<file path="config.mk">
export PLATFORM = sky130hd
export DESIGN_NAME = round_robin_slot_scheduler
export DESIGN_NICKNAME = d
export VERILOG_FILES = /design/src/hdl/rrss_pkg.sv /design/src/hdl/rrss_scan.sv /design/src/hdl/round_robin_slot_scheduler.sv
export SDC_FILE = /design/constraint.sdc
export NUM_CORES = 1
export LEC_CHECK = 0
export ABC_AREA = 1
export BUFFER_PORTS_ARGS = -buffer_cell sky130_fd_sc_hd__buf_2
export CORE_ASPECT_RATIO = 0.5
export CORE_MARGIN = 4
export CORE_UTILIZATION = 30
export CTS_CLUSTER_SIZE = 24
export DETAILED_ROUTE_END_ITERATION = 10
export GPL_ROUTABILITY_DRIVEN = 0
export PLACE_DENSITY = 0.54
export SYNTH_ARGS = -nofsm -noshare
export SYNTH_HDL_FRONTEND = slang
export SYNTH_HIERARCHICAL = 1
export SYNTH_SLANG_ARGS = --single-unit
</file>
<file path="constraint.sdc">
create_clock -name clk -period 4.4 [get_ports clk]
set_clock_uncertainty 0.1 [all_clocks]
set_input_delay 0.66 -clock clk [delete_from_list [all_inputs] [get_ports clk]]
set_output_delay 0.66 -clock clk [all_outputs]
set_load 0.05 [all_outputs]
</file>
<file path="src/hdl/rrss_pkg.sv">
// shared types, constants and helpers of the round-robin slot scheduler
package rrss_pkg;

    localparam int NUM_SLOTS = 16;
    localparam int IDX_W     = $clog2(NUM_SLOTS);
    localparam int CNT_W     = $clog2(NUM_SLOTS + 1);

    localparam int FUNC_W     = 2;
    localparam int SLOT_W     = 4;
    localparam int STATUS_W   = 2;
    localparam int LIVE_W     = 5;
    localparam int TICK_W     = 32;
    localparam int IN_BITS    = FUNC_W + SLOT_W;
    localparam int IN_W       = ((IN_BITS + 7) / 8) * 8;
    localparam int OUT_BITS   = STATUS_W + SLOT_W + 1 + SLOT_W + LIVE_W + TICK_W;
    localparam int OUT_W      = ((OUT_BITS + 7) / 8) * 8;

    typedef enum logic [FUNC_W-1:0] {
        FUNC_CREATE = 2'd0,
        FUNC_KILL   = 2'd1,
        FUNC_TICK   = 2'd2
    } func_t;

    typedef enum logic [STATUS_W-1:0] {
        STATUS_OK        = 2'd0,
        STATUS_FULL      = 2'd1,
        STATUS_KILL_FREE = 2'd2
    } status_t;

    typedef struct packed {
        logic             start;
        logic             want_free;
        logic [IDX_W-1:0] start_idx;
    } scan_req_t;

    typedef struct packed {
        logic             done;
        logic             hit;
        logic [IDX_W-1:0] idx;
    } scan_status_t;

    function automatic logic [IDX_W-1:0] next_idx(input logic [IDX_W-1:0] idx);
        logic [IDX_W-1:0] res;
        if (idx == IDX_W'(NUM_SLOTS - 1))
        begin
            res = '0;
        end
        else
        begin
            res = idx + IDX_W'(1);
        end
        return res;
    endfunction

endpackage

</file>
<file path="src/hdl/rrss_scan.sv">
// slot scanner: probes one slot per cycle in round-robin order for a free or occupied slot
module rrss_scan
    import rrss_pkg::*;
(
    input  logic                 clk,
    input  logic                 rst_n,
    input  scan_req_t            req,
    input  logic [NUM_SLOTS-1:0] occupied,
    output scan_status_t         status
);

    logic             active_reg, active_next;
    logic             want_free_reg, want_free_next;
    logic [IDX_W-1:0] idx_reg, idx_next;
    logic [CNT_W-1:0] left_reg, left_next;
    logic             match;

    assign match = want_free_reg ? ~occupied[idx_reg] : occupied[idx_reg];

    always_comb
    begin
        status.hit  = active_reg & match;
        status.done = active_reg & (match | (left_reg == CNT_W'(1)));
        status.idx  = idx_reg;
    end

    always_comb
    begin
        active_next    = active_reg;
        want_free_next = want_free_reg;
        idx_next       = idx_reg;
        left_next      = left_reg;
        if (req.start)
        begin
            active_next    = 1'b1;
            want_free_next = req.want_free;
            idx_next       = req.start_idx;
            left_next      = CNT_W'(NUM_SLOTS);
        end
        else if (active_reg)
        begin
            if (status.done)
            begin
                active_next = 1'b0;
            end
            else
            begin
                idx_next  = next_idx(idx_reg);
                left_next = left_reg - CNT_W'(1);
            end
        end
    end

    always_ff @(posedge clk or negedge rst_n)
    begin
        if (!rst_n)
        begin
            active_reg    <= 1'b0;
            want_free_reg <= 1'b0;
            idx_reg       <= '0;
            left_reg      <= '0;
        end
        else
        begin
            active_reg    <= active_next;
            want_free_reg <= want_free_next;
            idx_reg       <= idx_next;
            left_reg      <= left_next;
        end
    end

endmodule

</file>
<file path="src/hdl/round_robin_slot_scheduler.sv">
// top level of the round-robin slot scheduler: command sequencer, slot table and output register
//
// One command word is taken at a time; s_axis_tready is high only while the sequencer is idle.
// A kill goes from idle straight to the emit state, which loads its result into the output
// register. A create or a tick that has to search passes the scan state first, where the
// scanner probes k slots (1 to NUM_SLOTS), one slot per clock, starting at slot 0 for a
// create and just after the current slot for a tick (slot 0 when there is none). A full-table
// create, or a tick with one task or none, goes straight to the emit state. The result waits
// in the output register, so the next command can be accepted while it is still pending; a
// held-off result stalls the sequencer only when the following result is ready before the
// first has been taken.
module round_robin_slot_scheduler
    import rrss_pkg::*;
(
    input  logic             clk,
    input  logic             rst_n,
    input  logic             s_axis_tvalid,
    output logic             s_axis_tready,
    input  logic [IN_W-1:0]  s_axis_tdata,   // func[1:0], slot[5:2], zero pad
    output logic             m_axis_tvalid,
    input  logic             m_axis_tready,
    output logic [OUT_W-1:0] m_axis_tdata    // status[1:0], new_slot[5:2], running_valid[6],
                                             // running_slot[10:7], live_count[15:11],
                                             // tick_count[47:16]
);

    typedef enum logic [1:0] {
        ST_IDLE,
        ST_SCAN,
        ST_EMIT
    } state_t;

    state_t               state_reg, state_next;
    func_t                func_reg, func_next;
    status_t              status_reg, status_next;
    logic [IDX_W-1:0]     new_slot_reg, new_slot_next;
    logic [NUM_SLOTS-1:0] occ_reg, occ_next;
    logic [CNT_W-1:0]     count_reg, count_next;
    logic                 cur_valid_reg, cur_valid_next;
    logic [IDX_W-1:0]     cur_idx_reg, cur_idx_next;
    logic [TICK_W-1:0]    ticks_reg, ticks_next;
    logic                 out_valid_reg, out_valid_next;
    logic [OUT_W-1:0]     out_data_reg, out_data_next;

    scan_req_t            scan_req;
    scan_status_t         scan_st;

    func_t                func_in;
    logic [SLOT_W-1:0]    slot_in;
    logic [IDX_W-1:0]     slot_idx;
    logic                 kill_ok;

    assign func_in  = func_t'(s_axis_tdata[FUNC_W-1:0]);
    assign slot_in  = s_axis_tdata[FUNC_W +: SLOT_W];
    assign slot_idx = IDX_W'(slot_in);
    assign kill_ok  = (32'(slot_in) < NUM_SLOTS) && occ_reg[slot_idx];

    assign s_axis_tready = (state_reg == ST_IDLE);
    assign m_axis_tvalid = out_valid_reg;
    assign m_axis_tdata  = out_data_reg;

    rrss_scan u_scan (
        .clk      (clk),
        .rst_n    (rst_n),
        .req      (scan_req),
        .occupied (occ_reg),
        .status   (scan_st)
    );

    always_comb
    begin
        state_next     = state_reg;
        func_next      = func_reg;
        status_next    = status_reg;
        new_slot_next  = new_slot_reg;
        occ_next       = occ_reg;
        count_next     = count_reg;
        cur_valid_next = cur_valid_reg;
        cur_idx_next   = cur_idx_reg;
        ticks_next     = ticks_reg;
        out_valid_next = out_valid_reg & ~m_axis_tready;
        out_data_next  = out_data_reg;
        scan_req       = '0;

        case (state_reg)
            ST_IDLE:
            begin
                if (s_axis_tvalid)
                begin
                    func_next     = func_in;
                    status_next   = STATUS_OK;
                    new_slot_next = '0;
                    state_next    = ST_EMIT;
                    case (func_in)
                        FUNC_CREATE:
                        begin
                            if (count_reg < CNT_W'(NUM_SLOTS))
                            begin
                                scan_req.start     = 1'b1;
                                scan_req.want_free = 1'b1;
                                scan_req.start_idx = '0;
                                state_next         = ST_SCAN;
                            end
                            else
                            begin
                                status_next = STATUS_FULL;
                            end
                        end
                        FUNC_KILL:
                        begin
                            if (kill_ok)
                            begin
                                occ_next[slot_idx] = 1'b0;
                                count_next         = count_reg - CNT_W'(1);
                                if (cur_valid_reg && (cur_idx_reg == slot_idx))
                                begin
                                    cur_valid_next = 1'b0;
                                    cur_idx_next   = '0;
                                end
                            end
                            else
                            begin
                                status_next = STATUS_KILL_FREE;
                            end
                        end
                        FUNC_TICK:
                        begin
                            ticks_next = ticks_reg + TICK_W'(1);
                            if (count_reg > CNT_W'(1))
                            begin
                                scan_req.start     = 1'b1;
                                scan_req.want_free = 1'b0;
                                scan_req.start_idx = cur_valid_reg ? next_idx(cur_idx_reg) : '0;
                                state_next         = ST_SCAN;
                            end
                        end
                        default:
                        begin
                            state_next = ST_EMIT;
                        end
                    endcase
                end
            end
            ST_SCAN:
            begin
                if (scan_st.done)
                begin
                    if (scan_st.hit)
                    begin
                        if (func_reg == FUNC_CREATE)
                        begin
                            occ_next[scan_st.idx] = 1'b1;
                            count_next            = count_reg + CNT_W'(1);
                            new_slot_next         = scan_st.idx;
                        end
                        else
                        begin
                            cur_valid_next = 1'b1;
                            cur_idx_next   = scan_st.idx;
                        end
                    end
                    else if (func_reg == FUNC_CREATE)
                    begin
                        status_next = STATUS_FULL;
                    end
                    state_next = ST_EMIT;
                end
            end
            ST_EMIT:
            begin
                if (!out_valid_reg || m_axis_tready)
                begin
                    out_valid_next = 1'b1;
                    out_data_next  = OUT_W'({ticks_reg,
                                             LIVE_W'(count_reg),
                                             cur_valid_reg ? SLOT_W'(cur_idx_reg) : SLOT_W'(0),
                                             cur_valid_reg,
                                             SLOT_W'(new_slot_reg),
                                             status_reg});
                    state_next     = ST_IDLE;
                end
            end
            default:
            begin
                state_next = ST_IDLE;
            end
        endcase
    end

    always_ff @(posedge clk or negedge rst_n)
    begin
        if (!rst_n)
        begin
            state_reg     <= ST_IDLE;
            func_reg      <= FUNC_CREATE;
            status_reg    <= STATUS_OK;
            new_slot_reg  <= '0;
            occ_reg       <= '0;
            count_reg     <= '0;
            cur_valid_reg <= 1'b0;
            cur_idx_reg   <= '0;
            ticks_reg     <= '0;
            out_valid_reg <= 1'b0;
            out_data_reg  <= '0;
        end
        else
        begin
            state_reg     <= state_next;
            func_reg      <= func_next;
            status_reg    <= status_next;
            new_slot_reg  <= new_slot_next;
            occ_reg       <= occ_next;
            count_reg     <= count_next;
            cur_valid_reg <= cur_valid_next;
            cur_idx_reg   <= cur_idx_next;
            ticks_reg     <= ticks_next;
            out_valid_reg <= out_valid_next;
            out_data_reg  <= out_data_next;
        end
    end

endmodule
</file>
# Word-level counts from Yosys, hierarchy flattened
# Index checks and enable logic that the tools add are counted.
op_classes:
  bitwise: 9
  reduce_logical: 19
  mux: 79
  n_lt_le_gt_ge: 6
  n_addsub: 6
  eq_ne: 19
op_table:
  columns: ["op", "count"]
  rows:
  - ["16-bit two-way mux", 6]
  - ["4-bit two-way mux", 18]
  - ["5-bit two-way mux", 9]
  - ["32-bit by 1-bit adder with 32-bit output (second input constant)", 1]
  - ["16-bit one-hot mux with 2 select lines", 1]
  - ["6-bit two-way mux", 4]
  - ["2-bit two-way mux", 10]
  - ["1-bit two-way mux", 18]
  - ["16-bit bitwise AND", 1]
  - ["2-bit != test (second input constant)", 8]
  - ["16-bit inverter", 1]
  - ["16-bit bitwise OR", 1]
  - ["4-bit one-hot mux with 2 select lines", 2]
  - ["2-bit one-hot mux with 2 select lines", 3]
  - ["6-bit one-hot mux with 2 select lines", 1]
  - ["4-bit by 5-bit less-than comparator with 1-bit output (second input constant)", 2]
  - ["5-bit one-hot mux with 2 select lines", 1]
  - ["5-bit AND reduction", 2]
  - ["5-bit by 1-bit subtractor with 5-bit output (second input constant)", 2]
  - ["4-bit by 1-bit adder with 4-bit output (second input constant)", 2]
  - ["1-bit binary-select mux with 4-bit select", 2]
  - ["1-bit demux with 4-bit select", 2]
  - ["4-bit equality test (second input constant)", 2]
  - ["4-bit by 1-bit greater-or-equal comparator with 1-bit output (second input constant)", 2]
  - ["other kinds (22)", 37]
totals:
  reg_bits: 128
  output_inout_bits: 50

# Depth between registers and ports, before layout
logic_depth:
  word_depth: 10
  ltp_mapped: 24
  ltp_nobuf: 21

# Modules after synthesis
# The synthesis kept the hierarchy.
by_module_without_submodules:
  columns: ["module", "instances", "cells_per_inst", "area_each_um2", "seq_area_each_um2"]
  rows:
  - ["round_robin_slot_scheduler", 1, 754, 5984.5, 2927.8]
  - ["rrss_scan", 1, 137, 922.1, 275.3]

# Least setup slack after synthesis
# No wires, ideal clock.
synth_path:
  path_type: "reg2reg"
  from: "register u_scan.idx_reg[0]"
  to: "register count_reg[2]"
  path_buffers: 3
  slack_ps: 1781
  required_time_ps: 4183
  synth_period_minus_slack_ps: 2619
  arrival_time_ps: 2402
  stages_incl_launch_ff: 24
  cell_sequence: "dfrtp_1 > buf_6 > inv_4 > buf_8 > nand2_2 > nand3_2 > nand2_1 > nor2_1 > nand2_2 > nand3_1 > nand2_1 > nand2_1 > nand2_1 > inv_1 > inv_1 > a21oi_1 > nand2_1 > clkinv_1 > o21ai_0 > nor2_4 > nand3_2 > buf_6 > nand2_1 > nand2_1"
synth_lines:
  columns: ["element", "line_no", "text"]
  rows:
  - ["from (decl)", "rrss_scan.sv:14", "logic [IDX_W-1:0] idx_reg, idx_next;"]
  - ["from (signal assigned)", "rrss_scan.sv:67", "idx_reg <= idx_next;"]
  - ["to (signal assigned)", "round_robin_slot_scheduler.sv:213", "count_reg <= count_next;"]
  - ["to (decl)", "round_robin_slot_scheduler.sv:38", "logic [CNT_W-1:0] count_reg, count_next;"]

==> results by group <==
Run status
  • Status: completed

Clock tree
  • Setup Buffers After CTS: 0
  • CTS tree: done
  • PostCTS Resize Cnt: 0
  • Cts bufs inserted: 17
  • Clock latency on the worst-skew pair: 0.42 ns
  • Clock transition at path regs: 0.06 ns
  • Root buffer cell: clkbuf_16
  • H-Tree Depth: 4
  • Sink Count: 128
  • Longest Clk Path Bufs: 2
  • Hold-fix buffers, CTS: 0

Synthesis
  • Largest cells by area after synthesis: dfrtp_1, nand2_1, o21ai_0, inv_1, xor2_1
  • #FFs+latches synth: 128
  • Post-synth top flop: dfrtp_1
  • Number of synthesized flops with an enable pin: 0
  • Ys async rst share: 100.0%
  • Post-synthesis cell area: 0.006907 sq mm
  • Synth Warn #: 6
  • Mean Syn Cell Area: 7.752 sq um
  • Mapped Nets: 911
  • Area leader, netlist: dfrtp_1
  • Share of the synthesized area in the top cell type: 46.38%
  • Distinct cells, synth: 43
  • Synth Instances: 891
  • Seq/Total Area, Yosys: 46.38%

Layout
  • Area growth syn-to-layout: 16.87%
  • Fill count: 2336
  • Max reg flops: 48
  • Diode count: 0
  • Layout cells sized above 1: 14.06%
  • Fin nets: 967
  • Cell area after layout: 0.008071 sq mm

Worst setup path
  • Crit-path max FO: 16
  • CP Launch Type: register
  • CP endpoint kind: register
  • Critical Path Start: u_scan/idx_reg[0]
  • Worst endpoint data arrival time: 3.33 ns
  • Reg2Reg Launch Point: u_scan/idx_reg[0]
  • Crit Path Class: reg -> reg
  • Critical Path RT: 4.60 ns

Global route
  • Vias in the first global route: 5878
  • Largest net degree at the start of global routing: 104
  • Initial antenna violation count: 0
  • Gr usage total: 13.91%
  • Total congestion overflow: 0
  • First-pass GRT wire length: 29.24 mm

Timing
  • Tmin final: 3.130 ns
  • Pins Over Slew Limit: 0
  • Max Freq: 0.3195 GHz
  • Final setup violating endpoints: 0
  • Worst slew margin: 26.96%
  • Worst-Margin Slew: 1.094 ns
  • RSZ-0062 raised after global routing: false
  • Minimum hold slack: 0.2357 ns
  • Period utilization: 71.13%
  • Hold Vio Cnt, Final: 0
  • Setup_tns: 0 ns

Power
  • Net Sw Power: 0.002586 W
  • Pwr dens: 693.4 mW/mm^2
  • Leak pwr: 4.170 nW
  • Internal power: 0.003011 W
  • Clk pwr share: 25.4%
  • Max rail drop VDD: 327.6 uV
  • Net Sw Frac: 46.21%
  • Gate power share: 40.8%
  • Power share of the sequential group: 33.7%

Place
  • Detailed placer's ending HPWL: 11.70 mm
  • DP Area: 0.007477 sq mm
  • IO Port Bufs: 59

Floorplanning
  • Rows: 38
  • Die Area: 0.02566 sq mm
  • Die Y: 115.3 um
  • Ports: 62
  • Initial core utilization: 31.17%
  • Core area: 0.02216 sq mm
  • DIE WIDTH: 222.6 um

Routing
  • # DRC: 0
  • DR vias/cell: 4.634
  • Average wire per standard cell: 13.34 um
  • Vias: 5839
  • Initial DRC count: 296
  • Detailed Routing Iterations Pass 1: 6
  • Total wire length: 16.81 mm
  • Post-DRT Antenna Nets: 0

Job
  • Max_cap viols: 0

Min path
  • Hold WC Path Type: in -> async
[cell usage in the layout, fill, tap and decap left out, drive strengths merged]
| cell type | n |
|---|---|
| a21oi | 8 |
| a2111oi | 1 |
| nand3 | 71 |
| a31oi | 2 |
| o22ai | 2 |
| buf | 64 |
| nand2 | 297 |
| a211oi | 1 |
| nand4 | 16 |
| o311ai | 1 |
| nor3 | 12 |
| nor4 | 4 |
| clkinv | 8 |
| inv | 107 |
| xnor2 | 4 |
| nor2 | 59 |
| clkinvlp | 2 |
| dfrtp | 128 |
| a21boi | 1 |
| clkbuf | 18 |
| bufinv | 2 |
| o21ai | 105 |
| and3 | 1 |
| xor2 | 37 |
| nand3b | 1 |
| ha | 8 |
[per-stage QoR]
stage	total power, W	utilization, %	std cells	setup slack (ns)
5_1_grt	0.006050	36.43	1260	0.8557
3_5_place_dp	0.004216	33.75	1228	1.275
6_report	0.005597	36.43	1260	1.270
3_3_place_gp	0.004178	33.75	1228	1.314
2_1_floorplan	0.003652	-	891	1.781
4_1_cts	0.005669	36.43	1260	1.254
[synthesized netlist by cell type (all sizes together) (3+ instances only)]
library cell / count
nor3: 12
o21ai: 105
clkbuf: 15
nand3: 71
nor4: 4
inv: 102
nor2: 59
ha: 8
buf: 12
nand2: 297
xnor2: 4
nand4: 16
dfrtp: 128
xor2: 37
clkinv: 3
a21oi: 8
[per-layer routing]
layer	track usage (%)	part of all wire (%)	wire length (um)
met5	0	0	0
met4	4.801	1.6	274
met2	22.88	47	7920
met3	3.367	4.3	717
met1	18.23	47	7897
[power by group through the flow]
stage | combinational [W] | clock, W | sequential, W
after floorplan | 0.00140 | 0 | 0.00226
after global placement | 0.00228 | 0 | 0.00190
after detailed placement | 0.00231 | 0 | 0.00190
after CTS | 0.00233 | 0.00146 | 0.00189
after global routing | 0.00259 | 0.00152 | 0.00194
final | 0.00229 | 0.00142 | 0.00189
[path summary, 6_finish.rpt]
kind / to / slack (ns) / depth (start not counted)
worst max register to register: cur_idx_reg[0] / 1.27 / 21
worst min register to register: m_axis_tdata[28] / 0.36 / 2
worst max-delay path: cur_idx_reg[0] / 1.27 / 21
min in group clk: m_axis_tdata[28] / 0.36 / 2
worst min-delay path: occ_reg[8] / 0.24 / 1
max in group asynchronous: ticks_reg[25] / 3.00 / 2
[layout make-up]
cell class                 instances  area (sq um)  area share [%]
tap                              300         375.4           4.650
inverter                         105         396.6           4.914
multi-input combinational        631          3163           39.19
clock buffer                      18         439.2           5.441
timing repair buffer              64         339.1           4.201
sequential                       128          3203           39.68
clock inverter                    14         155.1           1.922
[critical path, cell delays in order, from the launching register on]
cell and delay (ns):
dfrtp_1 0.72, inv_4 0.16, nand2_2 0.10, nand3_2 0.06, nand2_1 0.06, nor2_1 0.04
nand2_2 0.13, nand2_2 0.08, nand2_1 0.06, nand2_1 0.09, nand2_1 0.07, nand2_1 0.05
inv_1 0.07, inv_1 0.04, a21oi_1 0.11, nand2_1 0.07, clkinv_1 0.07, o21ai_0 0.19
a21oi_2 0.30, nand4_1 0.25, nand2_1 0.11, nand2_1 0.06
[logic make-up after synthesis]
family	share of synthesized area, %
AOI/OAI and AO/OA	9.294
adders and majority gates	1.449
DFF	46.38
xor gates and xnor gates	5.199
buffers and inverters	7.826
and+or+nand+nor	29.86
(Power assumes the default switching activity.)
